$ cat config.mk
export PLATFORM = sky130hd
export DESIGN_NAME = kpt_cordic
export DESIGN_NICKNAME = d
export VERILOG_FILES = /design/src/sv/kpt_pkg.sv /design/src/sv/kpt_cordic.sv
export SDC_FILE = /design/constraint.sdc
export NUM_CORES = 1
export LEC_CHECK = 0
export ABC_AREA = 1
export ABC_CLOCK_PERIOD_IN_PS = 10690
export BUFFER_PORTS_ARGS = -buffer_cell sky130_fd_sc_hd__buf_4
export CAP_MARGIN = 20
export CORE_MARGIN = 2
export CORE_UTILIZATION = 68
export CTS_CLUSTER_SIZE = 16
export DETAILED_ROUTE_END_ITERATION = 16
export PLACE_DENSITY = 0.87
export SLEW_MARGIN = 15
export SYNTH_ARGS = -nofsm -noshare
export SYNTH_HDL_FRONTEND = slang
export SYNTH_SLANG_ARGS = --single-unit
export TNS_END_PERCENT = 50
$ cat constraint.sdc
create_clock -name clk -period 10.69 [get_ports clk]
set_clock_uncertainty 0.2 [all_clocks]
set_input_delay 0.5345 -clock clk [delete_from_list [all_inputs] [get_ports clk]]
set_output_delay 0.5345 -clock clk [all_outputs]
set_load 0.02 [all_outputs]
$ cat src/sv/kpt_pkg.sv
`default_nettype none
package kpt_pkg;

    localparam int POS_FRAC_BITS_DEF = 16;
    localparam int VAR_FRAC_BITS_DEF = 40;
    localparam int ANGLE_BITS_DEF    = 16;

    localparam int POS_W   = 32;
    localparam int VAR_W   = 48;
    localparam int ANG_W   = 16;
    localparam int CFG_W   = 48;
    localparam int CORDIC_N = 24;

    localparam logic [VAR_W-1:0] VAR_MAX           = {VAR_W{1'b1}};
    localparam logic [VAR_W-1:0] PROCESS_NOISE_RST = 48'd1099511628;
    localparam logic [VAR_W-1:0] MEAS_NOISE_RST    = 48'd10995116;
    localparam logic signed [33:0] CORDIC_GAIN     = 34'sd652032874;
    localparam logic signed [33:0] Q30_ONE         = 34'sd1073741824;

    typedef enum logic [1:0] {
        OP_INIT    = 2'd0,
        OP_PREDICT = 2'd1,
        OP_UPDATE  = 2'd2,
        OP_NONE    = 2'd3
    } opcode_t;

    typedef enum logic [0:0] {
        CFG_PROCESS_NOISE = 1'b0,
        CFG_MEAS_NOISE    = 1'b1
    } cfg_idx_t;

    function automatic logic [29:0] atan_lut(input logic [4:0] i);
        logic [29:0] r;
        begin
            unique case (i)
                5'd0:  r = 30'd536870912;
                5'd1:  r = 30'd316933406;
                5'd2:  r = 30'd167458907;
                5'd3:  r = 30'd85004756;
                5'd4:  r = 30'd42667331;
                5'd5:  r = 30'd21354465;
                5'd6:  r = 30'd10679838;
                5'd7:  r = 30'd5340245;
                5'd8:  r = 30'd2670163;
                5'd9:  r = 30'd1335087;
                5'd10: r = 30'd667544;
                5'd11: r = 30'd333772;
                5'd12: r = 30'd166886;
                5'd13: r = 30'd83443;
                5'd14: r = 30'd41722;
                5'd15: r = 30'd20861;
                5'd16: r = 30'd10430;
                5'd17: r = 30'd5215;
                5'd18: r = 30'd2608;
                5'd19: r = 30'd1304;
                5'd20: r = 30'd652;
                5'd21: r = 30'd326;
                5'd22: r = 30'd163;
                5'd23: r = 30'd81;
                default: r = '0;
            endcase
            return r;
        end
    endfunction

endpackage
`default_nettype wire

$ cat src/sv/kpt_cordic.sv
`default_nettype none
module kpt_cordic
    import kpt_pkg::*;
#(
    parameter int ANGLE_BITS = ANGLE_BITS_DEF
)(
    input  wire logic                clk,
    input  wire logic                rst_n,
    input  wire logic                start,
    input  wire logic [ANG_W-1:0]    angle,
    output logic                     done,
    output logic signed [33:0]       cos_out,
    output logic signed [33:0]       sin_out
);

    logic signed [33:0] x_reg, x_next, y_reg, y_next;
    logic signed [33:0] z_reg, z_next;
    logic [4:0]         i_reg, i_next;
    logic               busy_reg, busy_next, flip_reg, flip_next;
    logic               done_reg, done_next;
    logic [31:0]        ang_ext;
    logic [31:0]        ph;
    logic [31:0]        ph_f;
    logic signed [33:0] dx, dy, cx, cy, atan_v;

    function automatic logic signed [33:0] clamp1(input logic signed [33:0] v);
        begin
            if (v > Q30_ONE)
                return Q30_ONE;
            else if (v < -Q30_ONE)
                return -Q30_ONE;
            return v;
        end
    endfunction

    always_comb
    begin
        ang_ext = 32'(angle);
        ph     = 32'(ang_ext[ANGLE_BITS-1:0]) << (32 - ANGLE_BITS);
        ph_f   = ph + ((ph[31] ^ ph[30]) ? 32'h8000_0000 : 32'h0);
        dx     = y_reg >>> i_reg;
        dy     = x_reg >>> i_reg;
        atan_v = 34'(atan_lut(i_reg));
        x_next = x_reg; y_next = y_reg; z_next = z_reg;
        i_next = i_reg; busy_next = busy_reg; flip_next = flip_reg;
        done_next = 1'b0;
        if (start)
        begin
            x_next    = CORDIC_GAIN;
            y_next    = '0;
            z_next    = 34'(signed'(ph_f));
            i_next    = '0;
            busy_next = 1'b1;
            flip_next = ph[31] ^ ph[30];
        end
        else if (busy_reg)
        begin
            if (!z_reg[33])
            begin
                x_next = x_reg - dx; y_next = y_reg + dy; z_next = z_reg - atan_v;
            end
            else
            begin
                x_next = x_reg + dx; y_next = y_reg - dy; z_next = z_reg + atan_v;
            end
            i_next = i_reg + 5'd1;
            if (i_reg == 5'(CORDIC_N - 1))
            begin
                busy_next = 1'b0;
                done_next = 1'b1;
            end
        end
        cx      = clamp1(x_reg);
        cy      = clamp1(y_reg);
        cos_out = flip_reg ? -cx : cx;
        sin_out = flip_reg ? -cy : cy;
        done    = done_reg;
    end

    always_ff @(posedge clk or negedge rst_n)
    begin
        if (!rst_n)
        begin
            busy_reg <= 1'b0;
            done_reg <= 1'b0;
            i_reg    <= '0;
            flip_reg <= 1'b0;
        end
        else
        begin
            busy_reg <= busy_next;
            done_reg <= done_next;
            i_reg    <= i_next;
            flip_reg <= flip_next;
        end
    end

    always_ff @(posedge clk)
    begin
        x_reg <= x_next;
        y_reg <= y_next;
        z_reg <= z_next;
    end

endmodule
`default_nettype wire

==> out/metrics.csv <==
stage,metric,value,unit
critical_path,crit_start,i_reg[0]$_DFFE_PN0P_,
final_layout,final_net_count,3335,
timing,finalSetupViolations,0,
timing,finalCritPeriodShare,62.24,%
routing,detailroute.via_count,22750,
grt,global_route_congestion_overflow_total,0,
critical_path,timing.critical_path.required,10.63,ns
clock_network,ctsHtreeMaxLevel,3,
routing,drt_drc_violations_left,0,
floorplanning,core_area,26730,sq um
final_layout,antenna_cells,0,
critical_path,r2r_cells,30,
critical_path,critPathMostFrequentCell,sky130_fd_sc_hd__nand2_1,
critical_path,worstReg2RegStart,i_reg[0]$_DFFE_PN0P_,
final_layout,areaGrowthSynthToFinish,4.719,%
routing,drtPass1Iterations,9,
critical_path,start_kind,flip-flop,
placed_design,detailed_place_hpwl,52790,um
floorplanning,floorplan.initialDensity,68.66,%
critical_path,worst_path_max_delay_cell,sky130_fd_sc_hd__o21ai_0,
clock_network,worst_setup_hold_path_clk_slew,0.09,ns
placed_design,count_of_buffers_inserted_at_the_top_level_ports,87,
routing,wl,68460,um
clock_network,clock_latency,0.39,ns
floorplanning,die_extent_in_y,168.3,um
yosys,count_of_unique_library_cells_instantiated_by_yosys,58,
critical_path,worst_reg2reg_path_endpoint,z_reg[24]$_DFFE_PP_,
yosys,synthesis.area,18350,sq um
critical_path,endpoint_kind,flip-flop,
clock_network,cts_root_buf,sky130_fd_sc_hd__clkbuf_16,
routing,iteration_0_drc_markers,2862,
status,outcome,"finished, final reports clean",
placed_design,dpl_cell_area,18900,sq um
timing,worst-slew-pin-transition,1.017,ns
yosys,syn_area_cell,5.721,sq um
timing,slew_headroom,31.59,%
placed_design,worst_slack_at_placement,4.448,ns
final_layout,postLayoutCellArea,19210,sq um
routing,ant_nets,0,
timing,hold_viol,0,
critical_path,cp_slowest_stage_delay,0.80,ns
clock_network,tritoncts,done,
timing,layout_min_cycle_time,6.654,ns
yosys,synth_seq_cells,110,
floorplanning,fp.dieW,168.3,um
grt,antenna_found_initial,0,
placed_design,place.gp.congestion,1.062,
timing,finalSetupTns,0,ns
yosys,asyncSetResetFlopFracSynth,7.273,%
yosys,postSynth.topFlopCell,sky130_fd_sc_hd__dfxtp_1,
floorplanning,placementRows,60,
grt,largest_net_degree_at_the_start_of_global_routing,80,
min_path,holdCritPathClass,input port to flip-flop,
clock_network,clock_sink_count,110,
yosys,netlist_instances,3207,
floorplanning,design.die.area,28310,sq um
timing,final_max_slew_viol_count,0,
critical_path,path_class,flip-flop to flip-flop,
grt,grtUsageTotal,47.09,%
critical_path,rrSetupSlack,4.04,ns
grt,grt_pass1_wl,107200,um
timing,fmax,0.1503,GHz
job,timing.max_cap.violations,0,
clock_network,cts_inserted_buffers,9,
final_layout,fraction_of_layout_instances_using_a_drive_strength_above_1,7.051,%
yosys,yosys_warnings,0,
timing,rsz_0062_raised_after_global_routing,no,
yosys,synth-edff-count,34,
floorplanning,io-pin-count,88,
timing,timing.final.ws_setup,4.036,ns
grt,first_global_vias,20840,
routing,vias_cell,6.415,
yosys,synth-seq-area-share,14.07,%
critical_path,critical_path_peak_fanout,79,
critical_path,cp_data_arrival_time,6.60,ns
routing,avgRoutedWirePerCell,19.31,um
critical_path,worst_setup_path_endpoint,z_reg[24]$_DFFE_PP_,
yosys,synth.net_count,3342,
clock_network,cts_repair_resize_count,0,
clock_network,clk_path_buf_depth,2,
[synth_stat cells, types with 6 or more instances]
cell type / n / area (sq um)
sky130_fd_sc_hd__edfxtp_1: 34 / 1021
sky130_fd_sc_hd__buf_1: 14 / 52.55
sky130_fd_sc_hd__dfrtp_1: 8 / 200.2
sky130_fd_sc_hd__inv_2: 13 / 48.80
sky130_fd_sc_hd__o21bai_1: 9 / 67.56
sky130_fd_sc_hd__nor3_1: 33 / 165.2
sky130_fd_sc_hd__o21ai_1: 19 / 95.09
sky130_fd_sc_hd__nor2_2: 11 / 68.82
sky130_fd_sc_hd__o22ai_1: 10 / 62.56
sky130_fd_sc_hd__a21o_1: 12 / 90.09
sky130_fd_sc_hd__buf_2: 40 / 200.2
sky130_fd_sc_hd__nand3b_1: 9 / 67.56
sky130_fd_sc_hd__xor2_1: 92 / 805.8
sky130_fd_sc_hd__buf_6: 17 / 191.4
sky130_fd_sc_hd__nand3_2: 16 / 160.2
sky130_fd_sc_hd__a31oi_1: 13 / 81.33
sky130_fd_sc_hd__xnor2_1: 70 / 613.1
sky130_fd_sc_hd__o221ai_1: 7 / 61.31
sky130_fd_sc_hd__o21ai_0: 174 / 870.8
sky130_fd_sc_hd__o21a_1: 15 / 112.6
sky130_fd_sc_hd__buf_4: 8 / 60.06
sky130_fd_sc_hd__clkbuf_1: 47 / 176.4
sky130_fd_sc_hd__ha_1: 113 / 1414
sky130_fd_sc_hd__nand2_2: 19 / 118.9
sky130_fd_sc_hd__dfxtp_1: 68 / 1361
sky130_fd_sc_hd__nor4_1: 13 / 81.33
sky130_fd_sc_hd__nand4_1: 44 / 275.3
sky130_fd_sc_hd__a221oi_1: 6 / 52.55
sky130_fd_sc_hd__or2_2: 27 / 168.9
sky130_fd_sc_hd__nand2_1: 875 / 3284
sky130_fd_sc_hd__inv_1: 316 / 1186
sky130_fd_sc_hd__nand3_1: 434 / 2172
sky130_fd_sc_hd__nor2_1: 322 / 1209
sky130_fd_sc_hd__o211ai_1: 30 / 225.2
sky130_fd_sc_hd__a21oi_1: 219 / 1096
[logic make-up after synthesis]
logic type | count (synthesis) | share of synthesized area, %
AOI/OAI and AO/OA | 538 | 16.43
adders and majority gates | 116 | 8.033
buffers and inverters | 461 | 10.58
and+or+nand+nor | 1820 | 43.16
DFF | 110 | 14.07
xor gates and xnor gates | 162 | 7.733
[cell type report]
cell class | count | area, sq um
timing repair buffer | 108 | 817.0
sequential | 110 | 2587
multi-input combinational | 2636 | 13830
inverter | 335 | 1260
clock buffer | 10 | 239.0
fill | 2443 | 7511
tap | 341 | 426.7
clock inverter | 6 | 58.81
[through the flow]
stage | hold WS, ns | cells | utilization [%]
global placement | 0.1772 | 3528 | 70.70
detailed placement | 0.1701 | 3528 | 70.70
floorplan | 0.03891 | 3207 | -
global route | 0.2192 | 3546 | 71.90
CTS | 0.2172 | 3545 | 71.85
finish | 0.2111 | 3546 | 71.90
[routing by layer]
layer	up-vias	share of wire, %	track usage (%)	wire length, um
met2	1612	42	72.77	28680
met4	0	6.5	26.91	4427
li1	10650	-	-	-
met5	-	0	0	0
met1	10130	38	59.67	25750
met3	356	14	12.04	9598
[worst max-delay path, delay by kind of cell (launching register included)]
family                     cells  cell delay, ns
DFF                            1            0.35
AOI/OAI and AO/OA              7            2.01
buffers and inverters          7            1.40
and+or+nand+nor               12            1.32
adders and majority gates      3            0.80
xor gates and xnor gates       1            0.24
[what timing repair did]
action | 4_1_cts | 5_1_grt
hold buffers | 1 | 0
hold endpoints to repair | 8 | 0
setup buffers | 0 | 0
setup endpoints to repair | 0 | 0
[cell usage in the layout, fill, tap and decap left out, types with 27 or more instances in the layout]
cell / count
sky130_fd_sc_hd__edfxtp_1: 34
sky130_fd_sc_hd__nand3_1: 434
sky130_fd_sc_hd__inv_1: 314
sky130_fd_sc_hd__a21oi_1: 219
sky130_fd_sc_hd__nand2_1: 875
sky130_fd_sc_hd__dfxtp_1: 68
sky130_fd_sc_hd__nor3_1: 33
sky130_fd_sc_hd__or2_2: 27
sky130_fd_sc_hd__buf_4: 106
sky130_fd_sc_hd__xnor2_1: 70
sky130_fd_sc_hd__o21ai_0: 174
sky130_fd_sc_hd__nor2_1: 322
sky130_fd_sc_hd__nand4_1: 44
sky130_fd_sc_hd__ha_1: 113
sky130_fd_sc_hd__xor2_1: 92
sky130_fd_sc_hd__o211ai_1: 30
[worst min-delay path by stage]
stage / cells past startpoint / endpoint / from
6_report: 3 / z_reg[23]$_DFFE_PP_ / angle[7]
5_1_grt: 3 / z_reg[23]$_DFFE_PP_ / angle[7]
4_1_cts: 3 / z_reg[23]$_DFFE_PP_ / angle[7]
3_5_place_dp: 1 / flip_reg$_DFFE_PN0P_ / rst_n
3_3_place_gp: 1 / done$_DFF_PN0_ / rst_n
2_1_floorplan: 0 / busy_reg$_DFF_PN0_ / rst_n
Power is left out: the tool's default activity adds up to more than one toggle a clock period on the data nets, which glitch-free logic cannot reach.
