===== src/sv/kpt_pkg.sv =====
`default_nettype none
package kpt_pkg;

    localparam int POS_FRAC_BITS_DEF = 16;
    localparam int VAR_FRAC_BITS_DEF = 40;
    localparam int ANGLE_BITS_DEF    = 16;

    localparam int POS_W   = 32;
    localparam int VAR_W   = 48;
    localparam int ANG_W   = 16;
    localparam int CFG_W   = 48;
    localparam int CORDIC_N = 24;

    localparam logic [VAR_W-1:0] VAR_MAX           = {VAR_W{1'b1}};
    localparam logic [VAR_W-1:0] PROCESS_NOISE_RST = 48'd1099511628;
    localparam logic [VAR_W-1:0] MEAS_NOISE_RST    = 48'd10995116;
    localparam logic signed [33:0] CORDIC_GAIN     = 34'sd652032874;
    localparam logic signed [33:0] Q30_ONE         = 34'sd1073741824;

    typedef enum logic [1:0] {
        OP_INIT    = 2'd0,
        OP_PREDICT = 2'd1,
        OP_UPDATE  = 2'd2,
        OP_NONE    = 2'd3
    } opcode_t;

    typedef enum logic [0:0] {
        CFG_PROCESS_NOISE = 1'b0,
        CFG_MEAS_NOISE    = 1'b1
    } cfg_idx_t;

    function automatic logic [29:0] atan_lut(input logic [4:0] i);
        logic [29:0] r;
        begin
            unique case (i)
                5'd0:  r = 30'd536870912;
                5'd1:  r = 30'd316933406;
                5'd2:  r = 30'd167458907;
                5'd3:  r = 30'd85004756;
                5'd4:  r = 30'd42667331;
                5'd5:  r = 30'd21354465;
                5'd6:  r = 30'd10679838;
                5'd7:  r = 30'd5340245;
                5'd8:  r = 30'd2670163;
                5'd9:  r = 30'd1335087;
                5'd10: r = 30'd667544;
                5'd11: r = 30'd333772;
                5'd12: r = 30'd166886;
                5'd13: r = 30'd83443;
                5'd14: r = 30'd41722;
                5'd15: r = 30'd20861;
                5'd16: r = 30'd10430;
                5'd17: r = 30'd5215;
                5'd18: r = 30'd2608;
                5'd19: r = 30'd1304;
                5'd20: r = 30'd652;
                5'd21: r = 30'd326;
                5'd22: r = 30'd163;
                5'd23: r = 30'd81;
                default: r = '0;
            endcase
            return r;
        end
    endfunction

endpackage
`default_nettype wire


===== src/sv/kpt_div.sv =====
`default_nettype none
module kpt_div
    import kpt_pkg::*;
(
    input  wire logic             clk,
    input  wire logic             rst_n,
    input  wire logic             start,
    input  wire logic [VAR_W:0]   num,
    input  wire logic [VAR_W:0]   den,
    output logic                  done,
    output logic [30:0]           quot
);

    // restoring divide, 31 quotient bits, one per cycle
    logic [VAR_W+1:0] rem_reg, rem_next, rem_sh;
    logic [VAR_W:0]   den_reg, den_next;
    logic [30:0]      q_reg, q_next;
    logic [4:0]       cnt_reg, cnt_next;
    logic             busy_reg, busy_next, done_reg, done_next;

    always_comb
    begin
        rem_next = rem_reg; den_next = den_reg; q_next = q_reg;
        cnt_next = cnt_reg; busy_next = busy_reg; done_next = 1'b0;
        rem_sh   = (cnt_reg == 5'd0) ? rem_reg : {rem_reg[VAR_W:0], 1'b0};
        if (start)
        begin
            rem_next  = {1'b0, num};
            den_next  = den;
            q_next    = '0;
            cnt_next  = '0;
            busy_next = 1'b1;
        end
        else if (busy_reg)
        begin
            if (den_reg == '0)
            begin
                q_next    = '0;
                busy_next = 1'b0;
                done_next = 1'b1;
            end
            else
            begin
                if (rem_sh >= {1'b0, den_reg})
                begin
                    rem_next = rem_sh - {1'b0, den_reg};
                    q_next   = {q_reg[29:0], 1'b1};
                end
                else
                begin
                    rem_next = rem_sh;
                    q_next   = {q_reg[29:0], 1'b0};
                end
                cnt_next = cnt_reg + 5'd1;
                if (cnt_reg == 5'd30)
                begin
                    busy_next = 1'b0;
                    done_next = 1'b1;
                end
            end
        end
    end

    assign done = done_reg;
    assign quot = q_reg;

    always_ff @(posedge clk or negedge rst_n)
    begin
        if (!rst_n)
        begin
            busy_reg <= 1'b0;
            done_reg <= 1'b0;
            cnt_reg  <= '0;
        end
        else
        begin
            busy_reg <= busy_next;
            done_reg <= done_next;
            cnt_reg  <= cnt_next;
        end
    end

    always_ff @(posedge clk)
    begin
        rem_reg <= rem_next;
        den_reg <= den_next;
        q_reg   <= q_next;
    end

endmodule
`default_nettype wire


===== config.mk =====
export PLATFORM = sky130hd
export DESIGN_NAME = kpt_div
export DESIGN_NICKNAME = d
export VERILOG_FILES = /design/src/sv/kpt_pkg.sv /design/src/sv/kpt_div.sv
export SDC_FILE = /design/constraint.sdc
export NUM_CORES = 1
export LEC_CHECK = 0
export BUFFER_PORTS_ARGS = -buffer_cell sky130_fd_sc_hd__buf_4
export CORE_MARGIN = 2
export CORE_UTILIZATION = 40
export DETAILED_ROUTE_END_ITERATION = 6
export PLACE_DENSITY = 0.58
export SLEW_MARGIN = 5
export SYNTH_ARGS = -nofsm -noshare
export SYNTH_HDL_FRONTEND = slang
export SYNTH_SLANG_ARGS = --single-unit

===== constraint.sdc =====
create_clock -name clk -period 8.6 [get_ports clk]
set_clock_uncertainty 0.15 [all_clocks]
set_input_delay 1.29 -clock clk [delete_from_list [all_inputs] [get_ports clk]]
set_output_delay 1.29 -clock clk [all_outputs]
set_load 0.02 [all_outputs]

==> results of run 1 <==
-- where the power goes --
group          switching (W)  leakage, nW  internal (W)  total (W)
logic                0.00140         3.18       0.00102    0.00242
registers          0.0000868         1.35      0.000914    0.00100
clock network       0.000363        0.292      0.000393   0.000756
total                0.00185         4.82       0.00233    0.00418
-- path summary, 6_finish.rpt --
path,from,to,slack [ns],cells past startpoint
worst max register to register,cnt_reg[0]$_DFFE_PN0P_,rem_reg[18]$_DFFE_PP_,2.79,15
worst min register to register,rem_reg[49]$_SDFFE_PP0P_,rem_reg[49]$_SDFFE_PP0P_,0.34,2
max in group asynchronous,rst_n,cnt_reg[2]$_DFFE_PN0P_,7.66,1
worst max-delay path,cnt_reg[0]$_DFFE_PN0P_,rem_reg[18]$_DFFE_PP_,2.79,15
min in group asynchronous,rst_n,busy_reg$_DFF_PN0_,0.51,1
worst min-delay path,rem_reg[49]$_SDFFE_PP0P_,rem_reg[49]$_SDFFE_PP0P_,0.34,2
-- synth_stat cells, drive strengths merged, types with 31 or more instances --
library cell,instances
nand2,66
o21ai,51
a22o,31
edfxtp,98
mux2i,38
inv,87
nor2,47
a21oi,79
clkbuf,52
mux2,55
ha,52
dfxtp,32
-- worst max-delay path: stages (launching register included) --
cell and delay (ns):
dfrtp_1 0.40, inv_1 0.13, ha_1 0.17, nor4b_4 0.20, buf_4 0.50, mux2_2 0.42, ha_1 0.41, a21oi_1 0.22
o21ai_1 0.10, and2_1 0.17, a2111o_1 0.39, a311oi_4 0.50, nand2_2 0.63, buf_4 0.52, mux2_1 0.36, mux2_2 0.25
-- cell families after synthesis --
| group | synth area share, % |
|---|---|
| xor+xnor | 3.92 |
| mux | 10.6 |
| compound gates | 18.0 |
| simple gates | 14.0 |
| flops | 40.0 |
| fa+ha+maj | 7.14 |
| buf+inv | 6.30 |
-- metal layers --
layer  track usage (%)  vias up  share of wire (%)
met5                 0        -                  0
met4              6.80        0                2.3
met3              3.28       38                5.0
met2              32.2      217                 44
met1              28.9     3628                 48
li1                  -     3813                  -
-- final cells by class --
cell class,count,area [um^2],share of cell area (%)
Multi-Input combinational cell,696,5050,45.2
Sequential cell,137,3760,33.6
Timing Repair Buffer,139,1050,9.37
Clock buffer,17,425,3.81
Tap cell,319,399,3.57
Inverter,87,327,2.92
Clock inverter,15,173,1.55
-- through the flow --
step	util [%]	std cells	power [W]	setup WS (ns)
finish	48.0	1410	0.00418	2.79
global route	48.0	1410	0.00450	2.42
CTS	48.0	1410	0.00418	2.81
detailed placement	45.5	1378	0.00340	2.82
global placement	45.5	1378	0.00340	2.98
floorplan	-	981	0.00289	3.70
==> results_dict.tcl, run 1 <==
set metrics [dict create \
    tightest_slew_ns 0.938 \
    cp_data_arrival_time_ns 5.85 \
    via_per_inst 5.46 \
    largest_register_ffs 50 \
    wl_mm 24.9 \
    cts_hold_buf 0 \
    vias 7696 \
    dp.final_hpwl_mm 18.5 \
    cp-start-kind "register" \
    htreeDepth 4 \
    final.min_clock_period_ns 5.81 \
    fin_setup_tns_ns 0 \
    pin_count 133 \
    first_pass_iters 6 \
    synth-edff-count 98 \
    drt-initial-drc-count 585 \
    layout.nets 1232 \
    synth_area_um2 9390 \
    synth_area_leaders "edfxtp_1 (31%), ha_1 (6.9%), dfxtp_1 (6.8%), mux2_2 (6.4%), a21oi_1 (4.2%)" \
    synthFlopType "edfxtp_1" \
    grt_pass1_vias 7659 \
    cap_violations 0 \
    start_util_pct 40.4 \
    drv_slew 0 \
    grt_usage_pct 20.5 \
    cts_tree "yes" \
    cts_buffers 17 \
    netlist_instances 981 \
    antenna_found_initial 0 \
    critPathMaxFanout 41 \
    dpl_cell_area_um2 10600 \
    worstSetupEndpointType "register" \
    fill_cells 2324 \
    ys_ff_latch 137 \
    clk_latency_ns 0.44 \
    p_per_area_nw_per_um2 374 \
    root_buffer "clkbuf_16" \
    cp.required_ns 8.64 \
    diodes 0 \
    whs_ns 0.337 \
    yosysUniqueCellTypes 71 \
    fmax_mhz 172 \
    cts_sinks 137 \
    syn-num-nets 1135 \
    grt_max_degree 82 \
    grt_pass1_wl_mm 39.8 \
    setup_violations 0 \
    ys_warn_count 0 \
    yosysSeqAreaShare_pct 40.0 \
    run_status "completed" \
    rows 56 \
    slew_headroom_pct 37.4 \
    rsz0062_at_grt "false" \
    ir_drop_mv 0.132 \
    layout-drive-gt1-share_pct 21.8 \
    mostFrequentLayoutCells "buf_4 (138), edfxtp_1 (98), inv_1 (87), a21oi_1 (79), nand2_1 (65)" \
    p_leak_nw 4.82 \
    avgSynthCellArea_um2 9.57 \
    drcViolationCount 0 \
    io_buffers 132 \
    hold_viol_final 0 \
    async_flop_share_pct 5.11 \
    hold_class "reg -> reg" \
    yosys.area.top_type_share_pct 31.3 \
    ant_nets 0 \
    syn_to_final_growth_pct 19.0 \
    cts_buffer_depth 2 \
    design_area_um2 11200 \
    worstSetupPathType "reg -> reg" \
    dieHeight_um 157 \
    die_x_um 157 \
    fp.dieArea_um2 24700 \
    fin_crit_sh_pct 67.6 \
    ctsResizeCount 0 \
    clk_pin_slew_ns 0.07 \
    wl_per_cell_um 17.7 \
    core_um2 23300 \
    synth_top_area_cell "edfxtp_1" \
    gp_congestion 0.958 \
    grt_overflow 0 \
    final_common_cell "buf_4" \
    postCtsSetupBuffers 0 \
]
(Power assumes the default switching activity.)
==> run 2, diff against run 1 <==
--- a/config.mk
+++ b/config.mk
@@ -9,7 +9,7 @@
 export CORE_MARGIN = 2
 export CORE_UTILIZATION = 40
 export DETAILED_ROUTE_END_ITERATION = 6
-export PLACE_DENSITY = 0.58
+export PLACE_DENSITY = 0.6
 export SLEW_MARGIN = 5
 export SYNTH_ARGS = -nofsm -noshare
 export SYNTH_HDL_FRONTEND = slang
==> constraint.sdc (replaced) <==
create_clock -name clk -period 5.3 [get_ports clk]
set_clock_uncertainty 0.15 [all_clocks]
set_input_delay 0.795 -clock clk [delete_from_list [all_inputs] [get_ports clk]]
set_output_delay 0.795 -clock clk [all_outputs]
set_load 0.02 [all_outputs]
==> results_dict.tcl, run 2 (synthesis gave the netlist of run 1 again) <==
set metrics [dict create \
    run_status "completed" \
    hold_viol_final 0 \
    first_pass_iters 5 \
    wl_mm 25.3 \
    p_leak_nw 4.87 \
    drcViolationCount 0 \
    gp_congestion 0.914 \
    final.min_clock_period_ns 4.94 \
    ir_drop_mv 0.218 \
    slew_headroom_pct 19.7 \
    p_per_area_nw_per_um2 611 \
    cts_tree "yes" \
    power.total_w 0.00690 \
    rsz0062_at_grt "false" \
    min_to "rem_reg[49]$_SDFFE_PP0P_" \
    ff2ff_path_depth 14 \
    worstSetupPathType "reg -> reg" \
    r2r_start "cnt_reg[0]$_DFFE_PN0P_" \
    die_x_um 157 \
    drv_slew 0 \
    cp.required_ns 5.34 \
    pin_count 133 \
    mostFrequentLayoutCells "buf_4 (140), edfxtp_1 (98), inv_1 (87), a21oi_1 (79), nand2_1 (65)" \
    grt_pass1_vias 7628 \
    drt-initial-drc-count 669 \
    crit_chain "inv_1 > ha_1 > nor4b_4 > buf_12 > mux2_2 > ha_1 > nand4_1 > nor4_1 > a31o_2 > a311oi_4 > nand2_4 > or4b_2 > mux2i_1 > nor2b_1" \
    antenna_found_initial 0 \
    hold_depth 2 \
    fill_cells 2251 \
    vias 7745 \
    cts_buffers 17 \
    register_area_um2 3760 \
    hold_class "reg -> reg" \
    critPathMaxFanout 33 \
    grt_max_degree 84 \
    setup_ws_ns 0.359 \
    io_buffers 132 \
    reg2reg_to "rem_reg[46]$_DFFE_PP_" \
    final_common_cell "buf_4" \
    wl_per_cell_um 17.9 \
    ant_nets 0 \
    dieHeight_um 157 \
    fin_setup_tns_ns 0 \
    cap_violations 0 \
    fmax_mhz 202 \
    largest_register_ffs 50 \
    layout.nets 1238 \
    critPathTopFamily "simple AND/OR/NAND/NOR gates" \
    multi_input_area_um2 5050 \
    layout-drive-gt1-share_pct 22.2 \
    tightest_slew_ns 1.20 \
    min_from "rem_reg[49]$_SDFFE_PP0P_" \
    grt_overflow 0 \
    root_buffer "clkbuf_16" \
    start_util_pct 40.4 \
    htreeDepth 4 \
    critPathBufInv 2 \
    dp.final_hpwl_mm 19.3 \
    place_ws_ns 0.180 \
    cts_sinks 137 \
    cp-start-kind "register" \
    cp_data_arrival_time_ns 4.98 \
    fin_crit_sh_pct 93.2 \
    setup_violations 0 \
    syn_to_final_growth_pct 20.3 \
    cpMostUsedCell "ha_1" \
    grt_usage_pct 20.9 \
    ff2ff_setup_slack_ns 0.36 \
    worstSetupEndpointType "register" \
    diodes 0 \
    slowest_stage "nor4_1" \
    clk_latency_ns 0.44 \
    critPathMaxStageDelay_ns 0.65 \
    fp.dieArea_um2 24700 \
    rows 56 \
    core_um2 23300 \
    via_per_inst 5.47 \
    clk_pin_slew_ns 0.07 \
    final_util_pct 48.5 \
    cts_buffer_depth 2 \
    grt_pass1_wl_mm 40.3 \
]
[run 2: cell types whose count changed in the layout (fill, tap and decap cells not counted), sizes merged]
cell,before,now
inv,97,96
clkinv,4,6
dlygate4sd3,0,1
clkinvlp,1,0
buf,139,144
[run 2: worst max-delay path by stage]
| stage | depth (start not counted) | slack [ns] | from | endpoint |
|---|---|---|---|---|
| 2_1_floorplan | 17 | 0.40 | cnt_reg[0]$_DFFE_PN0P_ | rem_reg[18]$_DFFE_PP_ |
| 3_5_place_dp | 16 | 0.18 | cnt_reg[0]$_DFFE_PN0P_ | rem_reg[43]$_DFFE_PP_ |
| 3_3_place_gp | 14 | 0.30 | cnt_reg[0]$_DFFE_PN0P_ | rem_reg[46]$_DFFE_PP_ |
| 6_report | 14 | 0.36 | cnt_reg[0]$_DFFE_PN0P_ | rem_reg[46]$_DFFE_PP_ |
| 5_1_grt | 15 | 0.05 | cnt_reg[0]$_DFFE_PN0P_ | rem_reg[43]$_DFFE_PP_ |
| 4_1_cts | 16 | 0.18 | cnt_reg[0]$_DFFE_PN0P_ | rem_reg[46]$_DFFE_PP_ |
[run 2: metal layers]
metal	vias to the layer above	part of all wire, %	wire, um	GRT usage, %
met5	-	0	0	0
met4	0	1.4	348	5.37
met3	26	5.5	1390	4.24
met2	241	47	11900	34.0
met1	3653	46	11700	28.4
li1	3825	-	-	-
[run 2: cell type report]
type | count | share of cell area [%]
clock inverters | 15 | 1.72
repair buffers | 145 | 10.0
inverters | 87 | 2.89
clock buffers | 17 | 3.77
flip-flops and latches | 137 | 33.3
well taps | 319 | 3.54
multi-input cells | 696 | 44.8
[run 2: per-stage QoR]
step           cell area (um^2)  instances  hold slack, ns
2_1_floorplan              9390        981           0.307
3_3_place_gp              10700       1383           0.325
3_5_place_dp              10700       1383           0.334
4_1_cts                   11300       1416           0.345
5_1_grt                   11300       1416           0.364
6_report                  11300       1416           0.339
[run 2: worst reg2reg max path: stages (launching register included)]
cell and delay, ns:
dfrtp_1 0.39, inv_1 0.12, ha_1 0.16, nor4b_4 0.33, buf_12 0.28, mux2_2 0.39
ha_1 0.46, nand4_1 0.18, nor4_1 0.65, a31o_2 0.30, a311oi_4 0.07, nand2_4 0.32
or4b_2 0.61, mux2i_1 0.20, nor2b_1 0.07
[run 2: report_power, final]
part,internal [W],switching (W),total [W]
clock,0.000649,0.000589,0.00124
combinational,0.00171,0.00233,0.00404
sequential,0.00148,0.000141,0.00162
[run 2: what timing repair did]
item / 4_1_cts / 5_1_grt
resized for setup: 0 / 2
hold endpoints to repair: 6 / 0
endpoints found under the setup margin: 0 / 40
hold buffers: 1 / 0
buffers inserted: 0 / 0
